File: src/e2c_pkg.sv
// Shared constants, types and the cumulative month table for the epoch-to-calendar block.
`timescale 1ns / 1ps

package e2c_pkg;

  // Width of the seconds count taken from the input.
  localparam int unsigned EPOCH_BITS = 34;
  // One day is more than 2^16 seconds, so the day count fits in EPOCH_BITS - 16 bits.
  localparam int unsigned DAYS_W     = EPOCH_BITS - 16;
  localparam int unsigned TOD_W      = 17;   // seconds within a day
  localparam int unsigned MTOT_W     = 11;   // minutes within a day

  localparam logic [TOD_W-1:0]  SECS_PER_DAY  = 17'd86400;
  localparam logic [5:0]        SECS_PER_MIN  = 6'd60;
  localparam logic [2:0]        DAYS_PER_WEEK = 3'd7;

  // Constant divisions use a rounded-up reciprocal: q = (x * M) >> S, with
  // M = ceil(2^S / d) and S picked so that x * (M * d - 2^S) < 2^S for every x.
  // Seconds / 86400 = (seconds >> 7) / 675.
  localparam int unsigned DAY_POW2 = 7;
  localparam int unsigned DAY_X_W  = EPOCH_BITS - DAY_POW2;
  localparam int unsigned DAY_SH   = EPOCH_BITS + 3;
  localparam int unsigned DAY_M_W  = DAY_SH - 9;
  localparam int unsigned DAY_P_W  = DAY_X_W + DAY_M_W;
  localparam logic [DAY_M_W-1:0] DAY_RECIP =
    DAY_M_W'(((64'd1 << DAY_SH) + 64'd674) / 64'd675);

  // x / 60 = (x >> 2) / 15 for x below 2^17; serves both seconds and minutes.
  localparam int unsigned D60_POW2 = 2;
  localparam int unsigned D60_X_W  = TOD_W - D60_POW2;
  localparam int unsigned D60_SH   = D60_X_W + 4;
  localparam int unsigned D60_M_W  = D60_SH - 3;
  localparam int unsigned D60_P_W  = D60_X_W + D60_M_W;
  localparam logic [D60_M_W-1:0] D60_RECIP =
    D60_M_W'(((64'd1 << D60_SH) + 64'd14) / 64'd15);

  // Day count / 7 for the weekday.
  localparam int unsigned WEEK_SH  = DAYS_W + 3;
  localparam int unsigned WEEK_M_W = DAYS_W + 1;
  localparam int unsigned WEEK_P_W = DAYS_W + WEEK_M_W;
  localparam logic [WEEK_M_W-1:0] WEEK_RECIP =
    WEEK_M_W'(((64'd1 << WEEK_SH) + 64'd6) / 64'd7);

  localparam logic [9:0]        FIRST_YEAR_OFS    = 10'd70;   // 1970 - 1900
  localparam logic [8:0]        FIRST_YEAR_MOD400 = 9'd370;   // 1970 mod 400
  localparam logic [8:0]        LAST_MOD400       = 9'd399;
  localparam logic [8:0]        DAYS_LEAP_YEAR    = 9'd366;
  localparam logic [8:0]        DAYS_COMMON_YEAR  = 9'd365;
  localparam logic [DAYS_W-1:0] EPOCH_WEEKDAY     = DAYS_W'(4);
  localparam logic [DAYS_W-1:0] FEB28_DAY         = DAYS_W'(58);
  localparam logic [DAYS_W-1:0] FEB29_DAY         = DAYS_W'(59);
  localparam logic [3:0]        LAST_MONTH        = 4'd11;

  typedef enum logic [1:0] {
    DIV_DAY,
    DIV_SEC,
    DIV_MIN,
    DIV_WDAY
  } div_op_e;

  typedef enum logic [3:0] {
    S_IDLE,
    S_DAY_Q,
    S_DAY_R,
    S_SEC_Q,
    S_SEC_R,
    S_MIN_Q,
    S_MIN_R,
    S_WDAY_Q,
    S_WDAY_R,
    S_YEAR,
    S_ADJ,
    S_MONTH,
    S_FINISH
  } state_e;

  typedef struct packed {
    logic    load_in;
    logic    div_quo;
    logic    div_rem;
    div_op_e div_op;
    logic    year_step;
    logic    adj;
    logic    mon_step;
    logic    out_load;
  } cmd_t;

  typedef struct packed {
    logic year_done;
    logic mon_done;
  } status_t;

  // Days before the first of each month in a common year.
  function automatic logic [8:0] cum_days(input logic [3:0] mon);
    logic [8:0] r;
    case (mon)
      4'd0:    r = 9'd0;
      4'd1:    r = 9'd31;
      4'd2:    r = 9'd59;
      4'd3:    r = 9'd90;
      4'd4:    r = 9'd120;
      4'd5:    r = 9'd151;
      4'd6:    r = 9'd181;
      4'd7:    r = 9'd212;
      4'd8:    r = 9'd243;
      4'd9:    r = 9'd273;
      4'd10:   r = 9'd304;
      4'd11:   r = 9'd334;
      default: r = 9'd0;
    endcase
    return r;
  endfunction

endpackage

File: src/epoch_to_calendar_date.sv
// Top level: unsigned epoch seconds to UTC second, minute, hour, weekday and calendar date.
// Sequence: after request acceptance the constant divisions run, then the year walk and the
//   downward month search, one year and one month per cycle, until out_valid_o.
// Throughput: one request at a time; the next is taken the cycle after the result is registered,
//   while that result may still wait in the output register.
// Reset: rst_ni asynchronous active low clears the controller and the output valid flag.
`timescale 1ns / 1ps

module epoch_to_calendar_date (
  input  logic                          clk_i,
  input  logic                          rst_ni,
  input  logic                          in_valid_i,
  output logic                          in_stall_o,
  input  logic [e2c_pkg::EPOCH_BITS-1:0] epoch_seconds_i,
  output logic                          out_valid_o,
  input  logic                          out_stall_i,
  output logic [5:0]                    second_o,
  output logic [5:0]                    minute_o,
  output logic [4:0]                    hour_o,
  output logic [2:0]                    weekday_o,
  output logic [9:0]                    year_since_1900_o,
  output logic [8:0]                    day_of_year_o,
  output logic [3:0]                    month_o,
  output logic [4:0]                    day_of_month_o
);
  import e2c_pkg::*;

  // Controller and datapath talk only through these two bundles.
  cmd_t    cmd;
  status_t status;

  // Sequencer: four constant divisions, each a quotient step and a remainder
  // step (seconds by a day, seconds of day by 60, minutes of day by 60, days
  // by 7), then the year walk, the leap-day fixup and the downward month search.
  e2c_ctrl u_ctrl (
    .clk_i       (clk_i),
    .rst_ni      (rst_ni),
    .in_valid_i  (in_valid_i),
    .in_stall_o  (in_stall_o),
    .out_valid_o (out_valid_o),
    .out_stall_i (out_stall_i),
    .cmd_o       (cmd),
    .status_i    (status)
  );

  // Datapath: reciprocal-multiply dividers, year counter with a mod-400 count
  // for the Gregorian rule, month table and the output register.
  e2c_dp u_dp (
    .clk_i             (clk_i),
    .cmd_i             (cmd),
    .status_o          (status),
    .epoch_seconds_i   (epoch_seconds_i),
    .second_o          (second_o),
    .minute_o          (minute_o),
    .hour_o            (hour_o),
    .weekday_o         (weekday_o),
    .year_since_1900_o (year_since_1900_o),
    .day_of_year_o     (day_of_year_o),
    .month_o           (month_o),
    .day_of_month_o    (day_of_month_o)
  );

endmodule

File: src/e2c_dp.sv
// Datapath: reciprocal constant dividers, year walk, month search and result registers.
`timescale 1ns / 1ps

module e2c_dp (
  input  logic                          clk_i,
  input  e2c_pkg::cmd_t                 cmd_i,
  output e2c_pkg::status_t              status_o,
  input  logic [e2c_pkg::EPOCH_BITS-1:0] epoch_seconds_i,
  output logic [5:0]                    second_o,
  output logic [5:0]                    minute_o,
  output logic [4:0]                    hour_o,
  output logic [2:0]                    weekday_o,
  output logic [9:0]                    year_since_1900_o,
  output logic [8:0]                    day_of_year_o,
  output logic [3:0]                    month_o,
  output logic [4:0]                    day_of_month_o
);
  import e2c_pkg::*;

  // divider
  logic [EPOCH_BITS-1:0] secs_q;
  logic [DAYS_W-1:0]     quo_q;

  // intermediate values
  logic [TOD_W-1:0]      tod_q;
  logic [MTOT_W-1:0]     mtot_q;
  logic [5:0]            sec_q;
  logic [5:0]            min_q;
  logic [4:0]            hour_q;
  logic [2:0]            wday_q;
  logic [DAYS_W-1:0]     days_q;
  logic [9:0]            year_q;
  logic [8:0]            y400_q;
  logic [8:0]            yday_q;
  logic [3:0]            mon_q;
  logic [1:0]            mday_base_q;

  logic [DAY_P_W-1:0]       day_prod;
  logic [D60_X_W-1:0]       d60_x;
  logic [D60_P_W-1:0]       d60_prod;
  logic [DAYS_W-1:0]        wday_dvd;
  logic [WEEK_P_W-1:0]      week_prod;
  logic [DAYS_W-1:0]        quo_n;
  logic [DAYS_W+TOD_W-1:0]  day_back;
  logic [5:0]               m60_back;
  logic [2:0]               week_back;
  logic                     leap;
  logic [8:0]               year_len;
  logic [8:0]               mon_cum;
  logic [8:0]               mday_sum;

  always_comb begin
    wday_dvd = days_q + EPOCH_WEEKDAY;

    // quotient: multiply by the reciprocal, keep the high bits
    day_prod  = {{DAY_M_W{1'b0}}, secs_q[EPOCH_BITS-1:DAY_POW2]} *
                {{DAY_X_W{1'b0}}, DAY_RECIP};
    d60_x     = (cmd_i.div_op == DIV_SEC) ? tod_q[TOD_W-1:D60_POW2] :
                {{(D60_X_W-MTOT_W+D60_POW2){1'b0}}, mtot_q[MTOT_W-1:D60_POW2]};
    d60_prod  = {{D60_M_W{1'b0}}, d60_x} * {{D60_X_W{1'b0}}, D60_RECIP};
    week_prod = {{WEEK_M_W{1'b0}}, wday_dvd} * {{DAYS_W{1'b0}}, WEEK_RECIP};
    case (cmd_i.div_op)
      DIV_DAY:  quo_n = day_prod[DAY_P_W-1:DAY_SH];
      DIV_WDAY: quo_n = {2'b00, week_prod[WEEK_P_W-1:WEEK_SH]};
      default:  quo_n = {{(DAYS_W-MTOT_W){1'b0}}, d60_prod[D60_SH +: MTOT_W]};
    endcase

    // remainder: dividend minus quotient times divisor, only the low bits matter
    day_back  = {{TOD_W{1'b0}}, quo_q} * {{DAYS_W{1'b0}}, SECS_PER_DAY};
    m60_back  = quo_q[5:0] * SECS_PER_MIN;
    week_back = quo_q[2:0] * DAYS_PER_WEEK;

    // 400 is a multiple of 4, so the low bits of the mod-400 count give mod 4
    leap     = (y400_q[1:0] == 2'b00) && !(y400_q inside {9'd100, 9'd200, 9'd300});
    year_len = leap ? DAYS_LEAP_YEAR : DAYS_COMMON_YEAR;

    mon_cum  = cum_days(mon_q);
    mday_sum = {7'd0, mday_base_q} + days_q[8:0] - mon_cum;

    status_o.year_done = (days_q < {{(DAYS_W-9){1'b0}}, year_len});
    status_o.mon_done  = (mon_q == 4'd0) || (mon_cum <= days_q[8:0]);
  end

  always_ff @(posedge clk_i) begin
    if (cmd_i.load_in) begin
      secs_q <= epoch_seconds_i;
      year_q <= FIRST_YEAR_OFS;
      y400_q <= FIRST_YEAR_MOD400;
    end

    if (cmd_i.div_quo) begin
      quo_q <= quo_n;
    end

    if (cmd_i.div_rem) begin
      case (cmd_i.div_op)
        DIV_DAY: begin
          tod_q  <= secs_q[TOD_W-1:0] - day_back[TOD_W-1:0];
          days_q <= quo_q;
        end
        DIV_SEC: begin
          sec_q  <= tod_q[5:0] - m60_back;
          mtot_q <= quo_q[MTOT_W-1:0];
        end
        DIV_MIN: begin
          min_q  <= mtot_q[5:0] - m60_back;
          hour_q <= quo_q[4:0];
        end
        default: begin
          wday_q <= wday_dvd[2:0] - week_back;
        end
      endcase
    end

    if (cmd_i.year_step) begin
      days_q <= days_q - {{(DAYS_W-9){1'b0}}, year_len};
      year_q <= year_q + 10'd1;
      y400_q <= (y400_q == LAST_MOD400) ? 9'd0 : y400_q + 9'd1;
    end

    if (cmd_i.adj) begin
      yday_q <= days_q[8:0];
      mon_q  <= LAST_MONTH;
      // past February 28 in a leap year: Feb 29 is day 29, later days shift by one
      if (leap && (days_q > FEB28_DAY)) begin
        mday_base_q <= (days_q == FEB29_DAY) ? 2'd2 : 2'd1;
        days_q      <= days_q - DAYS_W'(1);
      end else begin
        mday_base_q <= 2'd1;
      end
    end

    if (cmd_i.mon_step) begin
      mon_q <= mon_q - 4'd1;
    end

    if (cmd_i.out_load) begin
      second_o          <= sec_q;
      minute_o          <= min_q;
      hour_o            <= hour_q;
      weekday_o         <= wday_q;
      year_since_1900_o <= year_q;
      day_of_year_o     <= yday_q;
      month_o           <= mon_q;
      day_of_month_o    <= mday_sum[4:0];
    end
  end

endmodule

File: src/e2c_ctrl.sv
// Controller: sequences divisions, year walk and month search; owns both handshakes.
`timescale 1ns / 1ps

module e2c_ctrl (
  input  logic             clk_i,
  input  logic             rst_ni,
  input  logic             in_valid_i,
  output logic             in_stall_o,
  output logic             out_valid_o,
  input  logic             out_stall_i,
  output e2c_pkg::cmd_t    cmd_o,
  input  e2c_pkg::status_t status_i
);
  import e2c_pkg::*;

  state_e state_q, state_d;
  logic   out_valid_q, out_valid_d;
  logic   slot_free;

  assign slot_free   = !out_valid_q || !out_stall_i;
  assign in_stall_o  = (state_q != S_IDLE);
  assign out_valid_o = out_valid_q;

  always_ff @(posedge clk_i or negedge rst_ni) begin
    if (!rst_ni) begin
      state_q     <= S_IDLE;
      out_valid_q <= 1'b0;
    end else begin
      state_q     <= state_d;
      out_valid_q <= out_valid_d;
    end
  end

  always_comb begin
    state_d      = state_q;
    cmd_o        = '0;
    cmd_o.div_op = DIV_DAY;
    case (state_q)
      S_IDLE: begin
        if (in_valid_i) begin
          cmd_o.load_in = 1'b1;
          state_d       = S_DAY_Q;
        end
      end
      S_DAY_Q: begin
        cmd_o.div_quo = 1'b1;
        state_d       = S_DAY_R;
      end
      S_DAY_R: begin
        cmd_o.div_rem = 1'b1;
        state_d       = S_SEC_Q;
      end
      S_SEC_Q: begin
        cmd_o.div_quo = 1'b1;
        cmd_o.div_op  = DIV_SEC;
        state_d       = S_SEC_R;
      end
      S_SEC_R: begin
        cmd_o.div_rem = 1'b1;
        cmd_o.div_op  = DIV_SEC;
        state_d       = S_MIN_Q;
      end
      S_MIN_Q: begin
        cmd_o.div_quo = 1'b1;
        cmd_o.div_op  = DIV_MIN;
        state_d       = S_MIN_R;
      end
      S_MIN_R: begin
        cmd_o.div_rem = 1'b1;
        cmd_o.div_op  = DIV_MIN;
        state_d       = S_WDAY_Q;
      end
      S_WDAY_Q: begin
        cmd_o.div_quo = 1'b1;
        cmd_o.div_op  = DIV_WDAY;
        state_d       = S_WDAY_R;
      end
      S_WDAY_R: begin
        cmd_o.div_rem = 1'b1;
        cmd_o.div_op  = DIV_WDAY;
        state_d       = S_YEAR;
      end
      S_YEAR: begin
        if (status_i.year_done) begin
          state_d = S_ADJ;
        end else begin
          cmd_o.year_step = 1'b1;
        end
      end
      S_ADJ: begin
        cmd_o.adj = 1'b1;
        state_d   = S_MONTH;
      end
      S_MONTH: begin
        if (status_i.mon_done) begin
          state_d = S_FINISH;
        end else begin
          cmd_o.mon_step = 1'b1;
        end
      end
      S_FINISH: begin
        if (slot_free) begin
          cmd_o.out_load = 1'b1;
          state_d        = S_IDLE;
        end
      end
      default: begin
        state_d = S_IDLE;
      end
    endcase
  end

  always_comb begin
    out_valid_d = out_valid_q;
    if (cmd_o.out_load) begin
      out_valid_d = 1'b1;
    end else if (out_valid_q && !out_stall_i) begin
      out_valid_d = 1'b0;
    end
  end

`ifndef NO_ASSERTIONS
  a_cmd_onehot: assert property (@(posedge clk_i) disable iff (!rst_ni)
    $onehot0({cmd_o.load_in, cmd_o.div_quo, cmd_o.div_rem, cmd_o.year_step,
              cmd_o.adj, cmd_o.mon_step, cmd_o.out_load}))
    else $error("more than one datapath command at once");

  a_accept_starts: assert property (@(posedge clk_i) disable iff (!rst_ni)
    (in_valid_i && !in_stall_o) |=> (state_q == S_DAY_Q))
    else $error("accepted request did not start the day division");

  a_finish_delivers: assert property (@(posedge clk_i) disable iff (!rst_ni)
    (state_q == S_FINISH && slot_free) |=> (out_valid_q && state_q == S_IDLE))
    else $error("finished result not placed in output register");

  a_year_walk_holds: assert property (@(posedge clk_i) disable iff (!rst_ni)
    (state_q == S_YEAR && !status_i.year_done) |=> (state_q == S_YEAR))
    else $error("year walk left before the remaining days fit in a year");
`endif

endmodule

File: config.mk
export PLATFORM = sky130hd
export DESIGN_NAME = epoch_to_calendar_date
export DESIGN_NICKNAME = d
export VERILOG_FILES = /design/src/e2c_pkg.sv /design/src/epoch_to_calendar_date.sv /design/src/e2c_dp.sv /design/src/e2c_ctrl.sv
export SDC_FILE = /design/constraint.sdc
export NUM_CORES = 1
export LEC_CHECK = 0
export BUFFER_PORTS_ARGS = -buffer_cell sky130_fd_sc_hd__buf_2
export CAP_MARGIN = 20
export CORE_ASPECT_RATIO = 0.5
export CORE_MARGIN = 1.5
export CORE_UTILIZATION = 60
export CTS_BUF_LIST = sky130_fd_sc_hd__clkbuf_8
export DETAILED_ROUTE_END_ITERATION = 16
export MAX_ROUTING_LAYER = met4
export PLACE_DENSITY_LB_ADDON = 0.3
export SKIP_CTS_REPAIR_TIMING = 1
export SLEW_MARGIN = 20
export SYNTH_ARGS = -nofsm -noshare
export SYNTH_HDL_FRONTEND = slang
export SYNTH_SLANG_ARGS = --single-unit
File: constraint.sdc
create_clock -name clk_i -period 11 [get_ports clk_i]
set_input_delay 0.55 -clock clk_i [delete_from_list [all_inputs] [get_ports clk_i]]
set_output_delay 0.55 -clock clk_i [all_outputs]
set_load 0.03 [all_outputs]
==> summary.txt <==
Critical Path RT - 11.34 ns
PortBufs - 87
share of cells above drive strength 1 - 0.0625
Post-synth ARST share - 0.0234
DIE HEIGHT - 153 um
Worst-path clk slew - 0.08 ns
Worst Reg-to-Reg Cells - 22
Placer Congestion - 0.974
relative slew slack - 0.310
number of H-tree levels - 2
Yosys top cell by area - ha_1
maximum clock rate - 137 MHz
Yosys top cell area share - 0.279
top cells by instance count after synthesis - inv_1 (613), ha_1 (599), fa_1 (286)
HPWL Detailed - 51000 um
final instance area - 0.0287 mm^2
syn_area_per_cell - 10.5 um^2
syn nets - 3489
RR Endpoint - u_dp.quo_q[15]
first-pass GRT wire length - 102000 um
GR Util All Layers - 0.291
Detail Route Antenna Nets - 0
Clock Sinks - 214
CTS Buffer Depth - 3
Synth warnings - 0
DRC Markers - 12
RSZ-0062 raised after global routing - false
CTS Buf Count - 36
Initial Util - 0.612
Clock Latency Late Sink - 0.58 ns
Crit. End Element - flop
Fin. Hold Viols - 0
initial antenna violation count - 1
TritonRoute pass-1 iters - 13
Synth Cell Area - 0.0269 mm^2
WHS Endpoint - u_dp.secs_q[32]
worst min-delay path startpoint - epoch_seconds_i[32]
hold depth - 1
top cells by area, synth - ha_1 (28%), fa_1 (21%), edfxtp_1 (20%)
period utilisation layout - 0.663
status - finished with violations
sequential-to-total area share from yosys stat - 0.228
Vias - 18300
vias per cell - 5.59
TritonCTS clock tree - done
r2r setup slk - 3.70 ns
Crit Path Max Fanout - 12
final WL - 61700 um
Starting DRT DRC Count - 1487
most frequent cell after synthesis - inv_1
cells after synthesis - 2566
Crit path arrival time - 7.63 ns
final net count - 3581
boundary pin count - 88
row count - 54
post-synthesis register bit count - 214
Final setup viols - 0
crit path kind - reg -> reg
Post-synth EDFFs - 182
reg2reg start - u_dp.days_q[5]
die width - 302 um
largest net degree at the start of global routing - 45
failing checks - design-rule violations
DR WL/cell - 18.8 um
Max-Cap Viols - 0
root buffer cell - clkbuf_8
core area - 0.0439 mm^2
worst min-delay path category - in -> reg
Pins Over Slew Limit - 0
prevailing post-synth register cell - edfxtp_1
die area - 0.0462 mm^2
Area Overhead vs Synth - 6.79%
startpoint types - flop
Final min period - 7.30 ns
setup tns final - 0 ns
Yosys cell types - 75
Setup Skew - 0.0328 ns
vias in the first global route - 19300
total gr overflow - 0
slew of the pin with the lowest slew margin - 1.03 ns
placed instance area - 0.0280 mm^2
[state kept, by name, indices dropped and copies added (netlist names), 2 cells and up]
register / flops
u_dp.secs_q: 34
u_dp.days_q: 18
u_dp.quo_q: 18
u_dp.tod_q: 17
u_dp.mtot_q: 11
u_dp.year_q: 10
u_dp.year_since_1900_o: 10
u_dp.day_of_year_o: 9
u_dp.mon_cum: 9
u_dp.y400_q: 9
u_dp.yday_q: 9
u_dp.min_q: 6
u_dp.minute_o: 6
u_dp.sec_q: 6
u_dp.second_o: 6
u_dp.day_of_month_o: 5
u_dp.hour_o: 5
u_dp.hour_q: 5
u_ctrl.state_q: 4
u_dp.mon_q: 4
u_dp.month_o: 4
u_dp.wday_q: 3
u_dp.weekday_o: 3
u_dp.mday_base_q: 2
[through the flow]
step | utilization | cells | setup slack, ns | hold WS [ns]
floorplan | - | 2566 | 4.37 | 0.254
global placement | 0.637 | 3207 | 3.91 | 0.369
detailed placement | 0.637 | 3207 | 3.72 | 0.373
CTS | 0.654 | 3273 | 3.70 | -0.239
global route | 0.654 | 3275 | 3.26 | 0.110
finish | 0.654 | 3276 | 3.70 | 0.141
[routing by layer]
| metal | global-route usage | up-vias | wire, um |
|---|---|---|---|
| met2 | 0.466 | 489 | 28900 |
| met3 | 0.0398 | 105 | 3460 |
| met4 | 0.0694 | 0 | 1540 |
| met5 | - | - | 0 |
| met1 | 0.393 | 9008 | 27800 |
| li1 | - | 8721 | - |
[how the worst max path moves through the flow]
stage / startpoint / end / slack (ns) / cells past startpoint
floorplan: u_dp.secs_q[13] / u_dp.quo_q[15] / 4.37 / 22
global placement: u_dp.days_q[5] / u_dp.quo_q[15] / 3.91 / 22
detailed placement: u_dp.days_q[5] / u_dp.quo_q[15] / 3.72 / 22
CTS: u_dp.days_q[5] / u_dp.quo_q[15] / 3.70 / 22
global route: u_dp.days_q[4] / u_dp.quo_q[13] / 3.26 / 22
finish: u_dp.days_q[5] / u_dp.quo_q[15] / 3.70 / 22
[cell usage in the layout, fill, tap and decap left out, types with 5 or more instances in the layout]
master    synthesis  routed
a31oi_1          12      12
nor4_1            5       5
buf_4             1       7
o21a_1           14      14
mux2_2            6       6
xnor2_1          84      84
nand4_1          13      13
a21oi_1          93      93
o21ai_0          67      67
nand2b_1          8       8
buf_2             6      87
nor2b_1          10      10
xor2_1           39      39
o211ai_1         10      10
and3_1           13      13
nor3_1           25      25
dfxtp_1          27      27
a221oi_1          8       8
nand2_1          95      95
fa_1            286     286
mux2i_1           6       6
a21o_1           39      39
and2_1           16      15
a22oi_1           8       8
edfxtp_1        182     182
inv_1           613     627
o22ai_1           8       8
or3_1             7       7
a211oi_1         14      14
nand3_1          35      35
clkbuf_8          0      42
dfrtp_1           5       5
o21bai_1          8       8
o31ai_1           8       8
nor2_1           85      85
ha_1            599     599
o221ai_1         11      11
[cell families (layout without fill, tap and decap cells)]
family	after synthesis	in the layout	synth area share
adders and majority gates	885	885	0.492
DFF	214	214	0.228
AOI/OAI and AO/OA	342	342	0.0835
muxes	12	12	0.00475
xor gates and xnor gates	123	123	0.0401
and+or+nand+nor	336	336	0.0605
buffers and inverters	654	774	0.0917
other	0	2	0
[critical path, cell delays in order (launching register included)]
cell      delay, ns
dfxtp_1        0.58
nand2_1        0.17
nor3_1         0.22
nand4_1        0.28
nor3_1         0.30
xor2_1         0.73
ha_1           0.38
ha_1           0.28
inv_1          0.05
fa_1           0.49
inv_1          0.05
fa_1           0.46
fa_1           0.49
ha_1           0.34
a21o_1         0.19
o41ai_1        0.35
o211a_1        0.30
a31oi_1        0.16
a311o_1        0.40
o31a_1         0.32
a211oi_2       0.22
xnor2_1        0.09
a32o_1         0.21
[final cells by class]
| class | count | area [um^2] |
|---|---|---|
| Antenna cell | 2 | 5.00 |
| Clock inverter | 24 | 163 |
| Multi-Input combinational cell | 1698 | 18300 |
| Tap cell | 588 | 736 |
| Inverter | 613 | 2300 |
| Timing Repair Buffer | 95 | 498 |
| Fill cell | 3417 | 15200 |
| Clock buffer | 42 | 578 |
| Sequential cell | 214 | 6130 |
Power is not shown: default switching activity piles up to over one toggle a cycle in this logic, so the estimate is an artifact.
